==> config.mk <==
export PLATFORM = sky130hd
export DESIGN_NAME = multichannel_angle_tracker_unit_flat
export DESIGN_NICKNAME = d
export VERILOG_FILES = /design/src/hdl/mat_pkg.sv /design/src/hdl/mat_if.sv /design/src/hdl/mat_chan_regs.sv /design/src/hdl/mat_datapath.sv /design/src/hdl/multichannel_angle_tracker_unit.sv /design/src/flat_wrapper.sv
export VERILOG_INCLUDE_DIRS = /design/src /design/src/hdl
export SDC_FILE = /design/constraint.sdc
export NUM_CORES = 2
export LEC_CHECK = 0
export ABC_AREA = 1
export BUFFER_PORTS_ARGS = -buffer_cell sky130_fd_sc_hd__clkbuf_2
export CAP_MARGIN = 5
export CORE_MARGIN = 4
export CORE_UTILIZATION = 34
export CTS_CLUSTER_DIAMETER = 150
export CTS_CLUSTER_SIZE = 40
export DETAILED_ROUTE_END_ITERATION = 12
export GPL_TIMING_DRIVEN = 0
export MAX_ROUTING_LAYER = met4
export PLACE_DENSITY_LB_ADDON = 0.05
export SYNTH_ARGS = -nofsm -noshare
export SYNTH_HDL_FRONTEND = slang
export SYNTH_HIERARCHICAL = 1
export SYNTH_SLANG_ARGS = --single-unit
==> constraint.sdc <==
create_clock -name clk -period 13 [get_ports clk]
set_clock_uncertainty 0.1 [all_clocks]
set_input_delay 3.9 -clock clk [delete_from_list [all_inputs] [get_ports clk]]
set_output_delay 3.9 -clock clk [all_outputs]
set_load 0.03 [all_outputs]
==> src/hdl/assert_macros.svh <==
// ----------------------------------------------------------------------------
// Assertion macros for the angle tracker RTL
// Both macros sample on clk and are disabled while rst_n is low.
// ----------------------------------------------------------------------------
`ifndef ASSERT_MACROS_SVH
`define ASSERT_MACROS_SVH

// Same-cycle implication: whenever cond holds, prop holds too.
`define MAT_ASSERT_IMPLY(name, cond, prop, msg) \
    name: assert property (@(posedge clk) disable iff (!rst_n) (cond) |-> (prop)) \
        else $error(msg);

// Next-cycle implication: whenever cond holds, prop holds in the next cycle.
`define MAT_ASSERT_NEXT(name, cond, prop, msg) \
    name: assert property (@(posedge clk) disable iff (!rst_n) (cond) |=> (prop)) \
        else $error(msg);

`endif

==> src/hdl/mat_pkg.sv <==
// ----------------------------------------------------------------------------
// mat_pkg
// Types and constants of the multichannel angle tracker.
// ----------------------------------------------------------------------------
`default_nettype none

package mat_pkg;

    localparam int RAW_W    = 12;
    localparam int IN_RAW_W = 16;
    localparam int CHAN_W   = 4;
    localparam int ANGLE_W  = 28;
    localparam int ACC_W    = 48;
    localparam int TURN_W   = 32;
    localparam int FAIL_W   = 8;
    localparam int ALPHA_W  = 17;
    localparam int OP_W     = 2;
    localparam int STATUS_W = 3;
    localparam int CFG_IDX_W  = 1;
    localparam int CFG_DATA_W = 17;

    // op codes
    localparam logic [OP_W-1:0] OP_SAMPLE    = 2'd0;
    localparam logic [OP_W-1:0] OP_MUX_FAIL  = 2'd1;
    localparam logic [OP_W-1:0] OP_RESET_ACC = 2'd2;

    // status codes
    localparam logic [STATUS_W-1:0] ST_UPDATED     = 3'd0;
    localparam logic [STATUS_W-1:0] ST_SEEDED      = 3'd1;
    localparam logic [STATUS_W-1:0] ST_READ_FAILED = 3'd2;
    localparam logic [STATUS_W-1:0] ST_BAD_CHANNEL = 3'd3;
    localparam logic [STATUS_W-1:0] ST_RESET_DONE  = 3'd4;

    // register indexes
    localparam logic [CFG_IDX_W-1:0] REG_ALPHA      = 1'd0;
    localparam logic [CFG_IDX_W-1:0] REG_FAIL_LIMIT = 1'd1;

    localparam logic [ALPHA_W-1:0] ALPHA_RESET      = 17'd13107;
    localparam logic [ALPHA_W-1:0] ALPHA_ONE        = 17'd65536;
    localparam logic [FAIL_W-1:0]  FAIL_LIMIT_RESET = 8'd20;
    localparam logic [FAIL_W-1:0]  FAIL_MAX         = 8'd255;

    typedef struct packed {
        logic [OP_W-1:0]     op;
        logic [CHAN_W-1:0]   channel;
        logic [IN_RAW_W-1:0] raw_count;
    } item_t;

    typedef struct packed {
        logic [ANGLE_W-1:0]       smoothed;
        logic [RAW_W-1:0]         prev_raw;
        logic signed [ACC_W-1:0]  multi_turn;
        logic signed [TURN_W-1:0] turns;
        logic                     seeded;
        logic [FAIL_W-1:0]        failures;
        logic                     error_flag;
    } chan_state_t;

    typedef struct packed {
        logic [STATUS_W-1:0]      status;
        logic [CHAN_W-1:0]        channel_out;
        logic [ANGLE_W-1:0]       filtered_angle;
        logic signed [ACC_W-1:0]  accumulated_angle;
        logic signed [TURN_W-1:0] turn_count;
        logic                     fault_out;
    } result_t;

endpackage

`default_nettype wire

==> src/hdl/mat_if.sv <==
// ----------------------------------------------------------------------------
// mat_if
// Valid/ready channel interfaces: sample items, results, register writes.
// ----------------------------------------------------------------------------
`default_nettype none

interface mat_item_if;
    logic                           valid;
    logic                           ready;
    logic [mat_pkg::OP_W-1:0]       op;
    logic [mat_pkg::CHAN_W-1:0]     channel;
    logic [mat_pkg::IN_RAW_W-1:0]   raw_count;

    modport source (output valid, op, channel, raw_count, input ready);
    modport sink   (input valid, op, channel, raw_count, output ready);
endinterface

interface mat_result_if;
    logic                                valid;
    logic                                ready;
    logic [mat_pkg::STATUS_W-1:0]        status;
    logic [mat_pkg::CHAN_W-1:0]          channel_out;
    logic [mat_pkg::ANGLE_W-1:0]         filtered_angle;
    logic signed [mat_pkg::ACC_W-1:0]    accumulated_angle;
    logic signed [mat_pkg::TURN_W-1:0]   turn_count;
    logic                                fault_out;

    modport source (output valid, status, channel_out, filtered_angle, accumulated_angle,
                    turn_count, fault_out, input ready);
    modport sink   (input valid, status, channel_out, filtered_angle, accumulated_angle,
                    turn_count, fault_out, output ready);
endinterface

interface mat_cfg_if;
    logic                              valid;
    logic                              ready;
    logic [mat_pkg::CFG_IDX_W-1:0]     index;
    logic [mat_pkg::CFG_DATA_W-1:0]    data;

    modport source (output valid, index, data, input ready);
    modport sink   (input valid, index, data, output ready);
endinterface

`default_nettype wire

==> src/hdl/mat_chan_regs.sv <==
// ----------------------------------------------------------------------------
// mat_chan_regs
// Per-channel tracker state in flip-flops, one read and one write port.
// ----------------------------------------------------------------------------
`default_nettype none

module mat_chan_regs #(
    parameter int CHANNELS = 8,
    parameter int IDX_W    = 3
) (
    input  wire logic                 clk,
    input  wire logic                 rst_n,
    input  wire logic [IDX_W-1:0]     idx,
    input  wire logic                 we,
    input  wire mat_pkg::chan_state_t wr_data,
    output mat_pkg::chan_state_t      rd_data
);

    mat_pkg::chan_state_t state_reg [CHANNELS];

    assign rd_data = state_reg[idx];

    always_ff @(posedge clk or negedge rst_n)
    begin
        if (!rst_n)
        begin
            for (int i = 0; i < CHANNELS; i++)
            begin
                state_reg[i] <= '0;
            end
        end
        else if (we)
        begin
            state_reg[idx] <= wr_data;
        end
    end

endmodule

`default_nettype wire

==> src/hdl/mat_datapath.sv <==
// ----------------------------------------------------------------------------
// mat_datapath
// Single-pass update of one channel: seed, unwrap, smoothing, failure count, accumulator reset.
// ----------------------------------------------------------------------------
`default_nettype none

module mat_datapath #(
    parameter int CHANNELS = 8
) (
    input  wire mat_pkg::item_t                    item,
    input  wire mat_pkg::chan_state_t              cur,
    input  wire logic [mat_pkg::ALPHA_W-1:0]       alpha,
    input  wire logic [mat_pkg::FAIL_W-1:0]        fail_limit,
    output logic                                   we,
    output mat_pkg::chan_state_t                   nxt,
    output mat_pkg::result_t                       res
);

    localparam logic [mat_pkg::CHAN_W:0] CH_LIMIT = (mat_pkg::CHAN_W + 1)'(CHANNELS);

    logic                      in_range;
    logic                      raw_ok;
    logic [mat_pkg::RAW_W-1:0] raw;

    logic signed [13:0] d0;
    logic signed [13:0] d;
    logic               wrap_dn;
    logic               wrap_up;
    logic signed [32:0] t_sum;
    logic signed [31:0] t_sat;
    logic signed [48:0] m_sum;
    logic signed [47:0] m_sat;

    logic signed [29:0] e0;
    logic signed [29:0] e;
    logic [16:0]        a;
    logic signed [47:0] prod;
    logic signed [47:0] p;
    logic signed [29:0] step;
    logic [29:0]        s;

    logic [mat_pkg::FAIL_W-1:0] fail_inc;
    logic [mat_pkg::STATUS_W-1:0] status;

    // unwrap the raw step and saturate the turn and multi-turn counters
    always_comb
    begin
        in_range = {1'b0, item.channel} < CH_LIMIT;
        raw_ok   = item.raw_count[15:12] == 4'd0;
        raw      = item.raw_count[11:0];

        d0      = $signed({2'b00, raw}) - $signed({2'b00, cur.prev_raw});
        wrap_dn = d0 > 14'sd2048;
        wrap_up = d0 < -14'sd2048;
        if (wrap_dn)
        begin
            d = d0 - 14'sd4096;
        end
        else if (wrap_up)
        begin
            d = d0 + 14'sd4096;
        end
        else
        begin
            d = d0;
        end

        t_sum = {cur.turns[31], cur.turns};
        if (wrap_dn)
        begin
            t_sum = t_sum - 33'sd1;
        end
        else if (wrap_up)
        begin
            t_sum = t_sum + 33'sd1;
        end
        if (t_sum[32] != t_sum[31])
        begin
            t_sat = t_sum[32] ? {1'b1, 31'd0} : {1'b0, {31{1'b1}}};
        end
        else
        begin
            t_sat = t_sum[31:0];
        end

        m_sum = {cur.multi_turn[47], cur.multi_turn} + 49'({{19{d[13]}}, d, 16'h0000});
        if (m_sum[48] != m_sum[47])
        begin
            m_sat = m_sum[48] ? {1'b1, 47'd0} : {1'b0, {47{1'b1}}};
        end
        else
        begin
            m_sat = m_sum[47:0];
        end
    end

    // wrapped error, gain multiply with round half up, wrap into one turn
    always_comb
    begin
        e0 = $signed({2'b00, raw, 16'h0000}) - $signed({2'b00, cur.smoothed});
        if (e0 > 30'sd134217728)
        begin
            e = e0 - 30'sd268435456;
        end
        else if (e0 < -30'sd134217728)
        begin
            e = e0 + 30'sd268435456;
        end
        else
        begin
            e = e0;
        end
        a    = (alpha > mat_pkg::ALPHA_ONE) ? mat_pkg::ALPHA_ONE : alpha;
        prod = e * $signed({1'b0, a});
        p    = prod + 48'sd32768;
        step = p[45:16];
        s    = {2'b00, cur.smoothed} + step;
    end

    always_comb
    begin
        fail_inc = (cur.failures == mat_pkg::FAIL_MAX) ? mat_pkg::FAIL_MAX
                                                       : cur.failures + 8'd1;
        nxt    = cur;
        status = mat_pkg::ST_BAD_CHANNEL;
        case (item.op)
            mat_pkg::OP_SAMPLE, mat_pkg::OP_MUX_FAIL:
            begin
                if (item.op == mat_pkg::OP_SAMPLE && raw_ok)
                begin
                    nxt.failures   = '0;
                    nxt.error_flag = 1'b0;
                    nxt.prev_raw   = raw;
                    nxt.seeded     = 1'b1;
                    if (!cur.seeded)
                    begin
                        nxt.smoothed   = {raw, 16'h0000};
                        nxt.multi_turn = 48'({raw, 16'h0000});
                        nxt.turns      = '0;
                        status         = mat_pkg::ST_SEEDED;
                    end
                    else
                    begin
                        nxt.smoothed   = s[27:0];
                        nxt.multi_turn = m_sat;
                        nxt.turns      = t_sat;
                        status         = mat_pkg::ST_UPDATED;
                    end
                end
                else
                begin
                    nxt.failures   = fail_inc;
                    nxt.error_flag = cur.error_flag | (fail_inc > fail_limit);
                    status         = mat_pkg::ST_READ_FAILED;
                end
            end
            mat_pkg::OP_RESET_ACC:
            begin
                nxt.multi_turn = 48'(cur.smoothed);
                nxt.turns      = '0;
                status         = mat_pkg::ST_RESET_DONE;
            end
            default:
            begin
                status = mat_pkg::ST_BAD_CHANNEL;
            end
        endcase

        we              = in_range;
        res.channel_out = item.channel;
        if (in_range)
        begin
            res.status            = status;
            res.filtered_angle    = nxt.smoothed;
            res.accumulated_angle = nxt.multi_turn;
            res.turn_count        = nxt.turns;
            res.fault_out         = nxt.error_flag;
        end
        else
        begin
            res.status            = mat_pkg::ST_BAD_CHANNEL;
            res.filtered_angle    = '0;
            res.accumulated_angle = '0;
            res.turn_count        = '0;
            res.fault_out         = 1'b0;
        end
    end

endmodule

`default_nettype wire

==> src/hdl/multichannel_angle_tracker_unit.sv <==
// ----------------------------------------------------------------------------
// multichannel_angle_tracker_unit
// Tracks up to CHANNELS absolute angle sensors (4096 counts per turn).
// Channels:
//   item   - sink: op, channel, raw_count. One beat per sensor event.
//   result - source: status, channel_out, filtered_angle, accumulated_angle,
//            turn_count, fault_out. Exactly one beat per item, in order.
//   cfg    - sink: register writes (index 0 alpha_q16, 1 fail_limit); always
//            ready, write only while no item is in flight.
// Path: an item passes the input register, then the result register.
// Throughput: one item per cycle while no result stalls on result.ready.
// The whole channel update (unwrap, one 30x18 gain multiply, saturation)
// runs in one pass between the two registers, and the per-channel state is
// written back in that same cycle, so a following item on the same channel
// sees the updated state.
// Stall: while a result waits, one more item is taken into the input
// register; after that item.ready drops until result.ready is seen.
// Reset: all channel state, both valid flags and the config registers
// return to their defaults at once; no sweep is needed.
// ----------------------------------------------------------------------------
`default_nettype none
`include "assert_macros.svh"

module multichannel_angle_tracker_unit #(
    parameter int CHANNELS = 8
) (
    input  wire logic     clk,
    input  wire logic     rst_n,
    mat_item_if.sink      item,
    mat_result_if.source  result,
    mat_cfg_if.sink       cfg
);

    localparam int IDX_W = (CHANNELS > 1) ? $clog2(CHANNELS) : 1;
    localparam logic [mat_pkg::CHAN_W:0] CH_LIMIT = (mat_pkg::CHAN_W + 1)'(CHANNELS);

    // configuration registers
    logic [mat_pkg::ALPHA_W-1:0] alpha_reg;
    logic [mat_pkg::FAIL_W-1:0]  fail_limit_reg;

    // input stage
    mat_pkg::item_t item_reg;
    logic           item_valid_reg;
    logic           item_valid_next;
    logic           item_take;

    // result stage
    mat_pkg::result_t res_reg;
    logic             res_valid_reg;
    logic             res_valid_next;
    logic             adv;
    logic             fire;

    // datapath hookup
    mat_pkg::chan_state_t cur_state;
    mat_pkg::chan_state_t nxt_state;
    mat_pkg::result_t     dp_res;
    logic                 dp_we;

    assign cfg.ready = 1'b1;

    // decode register writes
    always_ff @(posedge clk or negedge rst_n)
    begin
        if (!rst_n)
        begin
            alpha_reg      <= mat_pkg::ALPHA_RESET;
            fail_limit_reg <= mat_pkg::FAIL_LIMIT_RESET;
        end
        else if (cfg.valid)
        begin
            unique case (cfg.index)
                mat_pkg::REG_ALPHA:      alpha_reg      <= cfg.data;
                mat_pkg::REG_FAIL_LIMIT: fail_limit_reg <= cfg.data[mat_pkg::FAIL_W-1:0];
                default:                 alpha_reg      <= alpha_reg;
            endcase
        end
    end

    // advance the input stage when the result register is empty or drains
    always_comb
    begin
        adv             = !res_valid_reg || result.ready;
        fire            = item_valid_reg && adv;
        item.ready      = !item_valid_reg || adv;
        item_take       = item.valid && item.ready;
        item_valid_next = item_take || (item_valid_reg && !adv);
        res_valid_next  = fire || (res_valid_reg && !result.ready);
    end

    always_ff @(posedge clk or negedge rst_n)
    begin
        if (!rst_n)
        begin
            item_valid_reg <= 1'b0;
            res_valid_reg  <= 1'b0;
        end
        else
        begin
            item_valid_reg <= item_valid_next;
            res_valid_reg  <= res_valid_next;
        end
    end

    // payload registers: hold while stalled
    always_ff @(posedge clk)
    begin
        if (item_take)
        begin
            item_reg.op        <= item.op;
            item_reg.channel   <= item.channel;
            item_reg.raw_count <= item.raw_count;
        end
        if (fire)
        begin
            res_reg <= dp_res;
        end
    end

    mat_chan_regs #(
        .CHANNELS (CHANNELS),
        .IDX_W    (IDX_W)
    ) u_chan_regs (
        .clk     (clk),
        .rst_n   (rst_n),
        .idx     (item_reg.channel[IDX_W-1:0]),
        .we      (fire && dp_we),
        .wr_data (nxt_state),
        .rd_data (cur_state)
    );

    mat_datapath #(
        .CHANNELS (CHANNELS)
    ) u_datapath (
        .item       (item_reg),
        .cur        (cur_state),
        .alpha      (alpha_reg),
        .fail_limit (fail_limit_reg),
        .we         (dp_we),
        .nxt        (nxt_state),
        .res        (dp_res)
    );

    assign result.valid             = res_valid_reg;
    assign result.status            = res_reg.status;
    assign result.channel_out       = res_reg.channel_out;
    assign result.filtered_angle    = res_reg.filtered_angle;
    assign result.accumulated_angle = res_reg.accumulated_angle;
    assign result.turn_count        = res_reg.turn_count;
    assign result.fault_out         = res_reg.fault_out;

    `MAT_ASSERT_IMPLY(a_full_blocks_input,
        item_valid_reg && res_valid_reg && !result.ready, !item.ready,
        "input taken while both stages are full and the result stalls")

    `MAT_ASSERT_NEXT(a_fire_fills_result, fire, res_valid_reg,
        "advanced item produced no result beat")

    `MAT_ASSERT_IMPLY(a_bad_channel_zero,
        result.valid && ({1'b0, result.channel_out} >= CH_LIMIT),
        result.status == mat_pkg::ST_BAD_CHANNEL && result.turn_count == 0 &&
        result.accumulated_angle == 0 && result.filtered_angle == 0 && !result.fault_out,
        "out-of-range channel must report bad channel with zero fields")

    `MAT_ASSERT_IMPLY(a_seed_consistent,
        result.valid && result.status == mat_pkg::ST_SEEDED,
        result.turn_count == 0 && !result.fault_out &&
        result.accumulated_angle == 48'(result.filtered_angle),
        "seeded channel must start at zero turns with matching angles")

endmodule

`default_nettype wire
==> src/flat_wrapper.sv <==
// flat-port wrapper written by rule: the top's interface ports become plain ports
module multichannel_angle_tracker_unit_flat 
#(
    parameter int CHANNELS = 8
)
  (clk, rst_n, item_valid, item_op, item_channel, item_raw_count, item_ready, result_valid, result_status, result_channel_out, result_filtered_angle, result_accumulated_angle, result_turn_count, result_fault_out, result_ready, cfg_valid, cfg_index, cfg_data, cfg_ready);
  mat_item_if item_i ();
  mat_result_if result_i ();
  mat_cfg_if cfg_i ();
  input  wire logic clk;
  input  wire logic rst_n;
  input wire logic [$bits(item_i.valid)-1:0] item_valid;
  input wire logic [$bits(item_i.op)-1:0] item_op;
  input wire logic [$bits(item_i.channel)-1:0] item_channel;
  input wire logic [$bits(item_i.raw_count)-1:0] item_raw_count;
  output wire logic [$bits(item_i.ready)-1:0] item_ready;
  output wire logic [$bits(result_i.valid)-1:0] result_valid;
  output wire logic [$bits(result_i.status)-1:0] result_status;
  output wire logic [$bits(result_i.channel_out)-1:0] result_channel_out;
  output wire logic [$bits(result_i.filtered_angle)-1:0] result_filtered_angle;
  output wire logic [$bits(result_i.accumulated_angle)-1:0] result_accumulated_angle;
  output wire logic [$bits(result_i.turn_count)-1:0] result_turn_count;
  output wire logic [$bits(result_i.fault_out)-1:0] result_fault_out;
  input wire logic [$bits(result_i.ready)-1:0] result_ready;
  input wire logic [$bits(cfg_i.valid)-1:0] cfg_valid;
  input wire logic [$bits(cfg_i.index)-1:0] cfg_index;
  input wire logic [$bits(cfg_i.data)-1:0] cfg_data;
  output wire logic [$bits(cfg_i.ready)-1:0] cfg_ready;
  assign item_i.valid = item_valid;
  assign item_i.op = item_op;
  assign item_i.channel = item_channel;
  assign item_i.raw_count = item_raw_count;
  assign item_ready = item_i.ready;
  assign result_valid = result_i.valid;
  assign result_status = result_i.status;
  assign result_channel_out = result_i.channel_out;
  assign result_filtered_angle = result_i.filtered_angle;
  assign result_accumulated_angle = result_i.accumulated_angle;
  assign result_turn_count = result_i.turn_count;
  assign result_fault_out = result_i.fault_out;
  assign result_i.ready = result_ready;
  assign cfg_i.valid = cfg_valid;
  assign cfg_i.index = cfg_index;
  assign cfg_i.data = cfg_data;
  assign cfg_ready = cfg_i.ready;
  multichannel_angle_tracker_unit #(.CHANNELS(CHANNELS)) u_core (.clk(clk), .rst_n(rst_n), .item(item_i), .result(result_i), .cfg(cfg_i));
endmodule
Yosys cells after proc, flatten, opt, wreduce, memory -nomap -nowiden
Index checks and enable logic that the tools add are counted.
Word-level totals
  flip-flop bits (word level): 1205
  logic and storage cells: 147
  input port bits: 45
  output and inout bits: 119
Operators by class
  mux-type cells: 28
  $mul: 1
  add/sub/neg operators: 12
  reduce and logical (&&, ||, !) cells: 20
  eq/ne operators: 5
  order comparisons: 9
  bitwise logic cells: 3
Operators by type and width (number)
  bitwise mux 1040 bit: 1
  binary-select mux 130 bit (select 3 bit): 1
  demux 130 bit (select 3 bit): 1
  2-to-1 mux 130 bit: 3
  case mux 80 bit (2 select lines): 1
  2-to-1 mux 121 bit: 1
  2-to-1 mux 48 bit: 2
  2-to-1 mux 80 bit: 1
  2-to-1 mux 33 bit: 2
  2-to-1 mux 32 bit: 2
  2-to-1 mux 30 bit: 2
  adder 48 x 30 -> 49 bit: 1
  adder 44 x 17 -> 44 bit, second input constant: 1
  multiplier 30 x 18 -> 44 bit: 1
  2-to-1 mux 40 bit: 1
  adder 32 x 2 -> 33 bit, second input constant: 1
  subtractor 32 x 2 -> 33 bit, second input constant: 1
  adder 29 x 30 -> 30 bit, second input constant: 1
  subtractor 29 x 30 -> 30 bit, second input constant: 1
  > comparator 29 bit, second input constant: 1
  less-than comparator 29 x 28 -> 1 bit, second input constant: 1
  subtractor 28 x 28 -> 29 bit: 1
  adder 28 bit: 1
  2-to-1 mux 14 bit: 2
  33 further kinds: 47

Depth between registers and ports, before layout
  word-level depth: 15
  depth in mapped cells: 67
  gate-level depth less buffers: 62

By module
Netlist, hierarchy kept.
Modules (own cells, without submodules)
  mat_chan_regs: sequential area each 26025.0 µm², instances 1, cells each 6667, area an instance 49065.8 µm²
  mat_datapath: sequential area each 0.0 µm², instances 1, cells each 4320, area an instance 28193.3 µm²
  multichannel_angle_tracker_unit: sequential area each 4832.1 µm², instances 1, cells each 264, area an instance 5321.4 µm²

Least setup slack after synthesis
Ideal clock, no wire load.
  path kind: reg-to-reg
  start: reg u_core/item_reg[16] (netlist name)
  end: reg u_core/u_chan_regs/state_reg[1039] (netlist name)
  setup time: 0.083 ns
  stages on the path, launching flop included: 61
  period minus slack after synthesis: 10.433 ns
  slack: 2.567 ns
  arrival time: 10.251 ns
  path through: edfxtp_1 buf_4 inv_2 buf_2 clkbuf_1 nand2_1 nand3_1 nand2_1 inv_1 nand2_1 inv_2 clkbuf_1 ha_1 nand2_1 nor2_2 nand2_1 nand2_1 nand2_2 [... 25 more ...] o21ai_0 nand2_1 nand3_1 a21boi_1 o21ai_0 a21boi_1 inv_1 nand2_1 nand2_1 a21boi_1 o21ai_0 inv_1 nand3_1 nand3_2 nand2_2 inv_1 inv_1 o21ai_0
RTL lines
  start: declaration: line multichannel_angle_tracker_unit.sv:42  | mat_pkg::item_t item_reg;
  end signal: indexed assignment: line mat_chan_regs.sv:34  | state_reg[idx] <= wr_data;
  end: declaration: line mat_chan_regs.sv:19  | mat_pkg::chan_state_t state_reg [CHANNELS];

==> out/qor.txt <==
Slew @ Worst Pin -> 1.51 ns
Ys Warns -> 6
drt total wl -> 339,000 um
DRC Markers -> 0
register area -> 30,900 um^2
Mean Syn Cell Area -> 7.34 um^2
crit path max fanout -> 11
Tot GR Track Use -> 0.275
final-layout fill cell count -> 26.0k
drt via density -> 5.00
Area Overhead vs Synth -> 8.61%
1st-iter DRT viols -> 6,857
EDFF count, synth -> 138
f_max -> 80.0 MHz
predominant post-synthesis flop cell -> dfrtp_1
post-synthesis sequential area ratio -> 0.374
share of layout cells above drive strength 1 -> 0.0576
Worst-Skew Late Latency -> 0.76 ns
core area -> 241,000 um^2
Final Core Density -> 0.372
CTS root buffer -> clkbuf_16
first drt pass iteration count -> 6
Setup CP Type -> reg2reg
I/O pin cnt -> 164
Worst EP arrival -> 13.00 ns
vias in the first global route -> 71.5k
gr ovfl total -> 0
Longest Clk Path Bufs -> 3
Post-Synthesis Cells -> 11.3k
CP dominant cell by count -> inv_1
first-pass GRT wire length -> 496,000 um
footprint of the multi-input gates -> 42,900 um^2
antenna violations before repair -> 38
max-capacitance violation count -> 1
Clock H-tree levels -> 2
Async S/R FF share, synth -> 0.885
setup slack, reg-to-reg -> 0.50 ns
largest net degree at the start of global routing -> 105
Die Y-Extent -> 501 um
Pins Over Slew Limit -> 11
Routed Antenna Nets -> 0
Startpoint Class -> register
delay of the slowest cell on the worst path -> 0.54 ns
die footprint -> 251,000 um^2
max reg flops -> 1,040
dpl hpwl -> 265,000 um
average routed wire per standard cell -> 23.1 um
Post-Synthesis Cell Area -> 82,600 um^2
Distinct cells, synth -> 68
Tmin final -> 12.50 ns
CP Data Required Time -> 13.51 ns
dpl cells -> 14.6k
Min-Delay Path Class -> reg2reg
DR vias -> 73.6k
post-route clock period utilization -> 0.961
Final nets -> 12.2k
width of the die -> 501 um
Rows -> 180
Initial Utilization -> 0.342
clock sinks -> 1,205
Non-Filler Instances -> 14.7k
Net Count, Synth -> 12.0k
final hold violations -> 0
Crit. End Element -> register
worst rel slew slack -> -0.00893
Final GP Congestion -> 0.917
status -> complete, but fails checks
number of buffers created by CTS -> 40
#FFs+latches synth -> 1,205
CTS tree -> done
violated checks -> capacitance limit, slew limit
critical path's slowest cell -> edfxtp_1
final setup violation count -> 0
Port Buffer Count -> 160
Reg clk slew, reported paths -> 0.16 ns
## per-layer routing
layer  vias up  GRT usage  share of wire
met1     36400      0.383           0.46
met3       274     0.0300          0.058
met4         0     0.0573          0.022
li1      34800          -              -
met5         -          -              0
met2      2123      0.434           0.46
## cell usage after synthesis, types with 5 or more instances
library cell	instances	area share
ha_1	237	0.036
nand3_1	448	0.027
nand2_1	4333	0.20
clkbuf_1	333	0.015
o21a_1	12	0.0011
o211ai_1	13	0.0012
o21bai_1	15	0.0014
nand2_2	28	0.0021
nor2_2	13	0.00098
o21ai_0	1056	0.064
or2_2	14	0.0011
dfstp_2	10	0.0032
nand4_1	32	0.0024
nor2_1	425	0.019
a21o_1	10	0.00091
buf_4	21	0.0019
nor4_1	13	0.00098
nand3b_1	5	0.00045
buf_2	194	0.012
o221ai_1	6	0.00064
inv_2	12	0.00055
nor2_4	5	0.00068
xnor2_1	40	0.0042
buf_1	18	0.00082
fa_1	456	0.11
a31oi_1	12	0.00091
nor3_1	55	0.0033
inv_1	1702	0.077
o22ai_1	16	0.0012
edfxtp_1	138	0.050
clkinv_1	8	0.00036
a21oi_1	199	0.012
dfrtp_1	1057	0.32
o21ai_1	131	0.0079
xor2_1	115	0.012
## kinds of logic (layout without fill, tap and decap cells)
logic type / after synthesis / in the layout / share of synthesized area
buffers and inverters: 2298 / 2549 / 0.109
xor gates and xnor gates: 159 / 159 / 0.0176
and+or+nand+nor: 5391 / 5391 / 0.258
adders and majority gates: 693 / 693 / 0.146
other: 1 / 21 / 0.0000454
AOI/OAI and AO/OA: 1504 / 1504 / 0.0951
DFF: 1205 / 1205 / 0.374
## critical path: cells and delay by family (launching register included)
kind	cells	cell delay, ns
flops	1	0.54
buf+inv	17	2.58
xor+xnor	1	0.13
simple gates	21	3.00
compound gates	11	1.84
fa+ha+maj	9	4.10
## metrics by stage
step / cell area (um^2) / hold WS, ns / setup slack (ns) / setup TNS, ns
after floorplan: 82600 / 0.342 / 2.57 / 0
after global placement: 87400 / 0.353 / -20.40 / -
after detailed placement: 87800 / 0.353 / -2.68 / -305.18
after CTS: 89400 / 0.372 / 0.0154 / 0
after global routing: 89700 / 0.388 / -0.0240 / -0.0326
final: 89700 / 0.369 / 0.505 / 0
## timing repair
item,4_1_cts,5_1_grt
hold buffers,0,0
pin swaps,1,3
endpoints found under the setup margin,241,85
resized for setup,89,71
setup buffers,5,5
## path summary, 6_finish.rpt
kind / end / cells after the start / from
setup reg to reg: u_core/u_chan_regs/state_reg[259] / 59 / u_core/item_reg[16]
hold / removal: u_core/alpha_reg[8] / 2 / u_core/alpha_reg[8]
setup / recovery: u_core/u_chan_regs/state_reg[259] / 59 / u_core/item_reg[16]
hold reg to reg: u_core/alpha_reg[8] / 2 / u_core/alpha_reg[8]
max in group asynchronous: u_core/u_chan_regs/state_reg[501] / 6 / rst_n
min in group asynchronous: u_core/u_chan_regs/state_reg[939] / 1 / rst_n
## final cells by class
class,instances,share of cell area
multi-input cells,7748,0.478
flip-flops and latches,1205,0.344
inverters,1723,0.0724
well taps,3185,0.0444
plain buffers,569,0.0305
repair buffers,187,0.0148
clock buffers,57,0.0123
clock inverters,13,0.00259
diodes,20,0.000558
## layout by cell type, fill, tap and decap left out, drive strengths merged, types with 5 or more instances in the layout
master	netlist	routed
nor4	13	13
nand3	452	452
dfrtp	1057	1057
nand2	4365	4365
o211ai	14	14
a31oi	12	12
nor2	443	443
clkbuf	333	550
nand4	33	33
o21ai	1191	1191
or2	15	15
clkinv	8	13
a21oi	203	203
a21o	10	10
o21bai	17	17
dfstp	10	10
o21a	12	12
fa	456	456
o22ai	16	16
diode	0	20
buf	238	259
inv	1715	1719
xnor2	40	40
o221ai	6	6
ha	237	237
nor3	58	58
xor2	119	119
edfxtp	138	138
nand3b	5	5
Power is left out: the tool's default activity adds up to more than one toggle a clock period on the data nets, which glitch-free logic cannot reach.
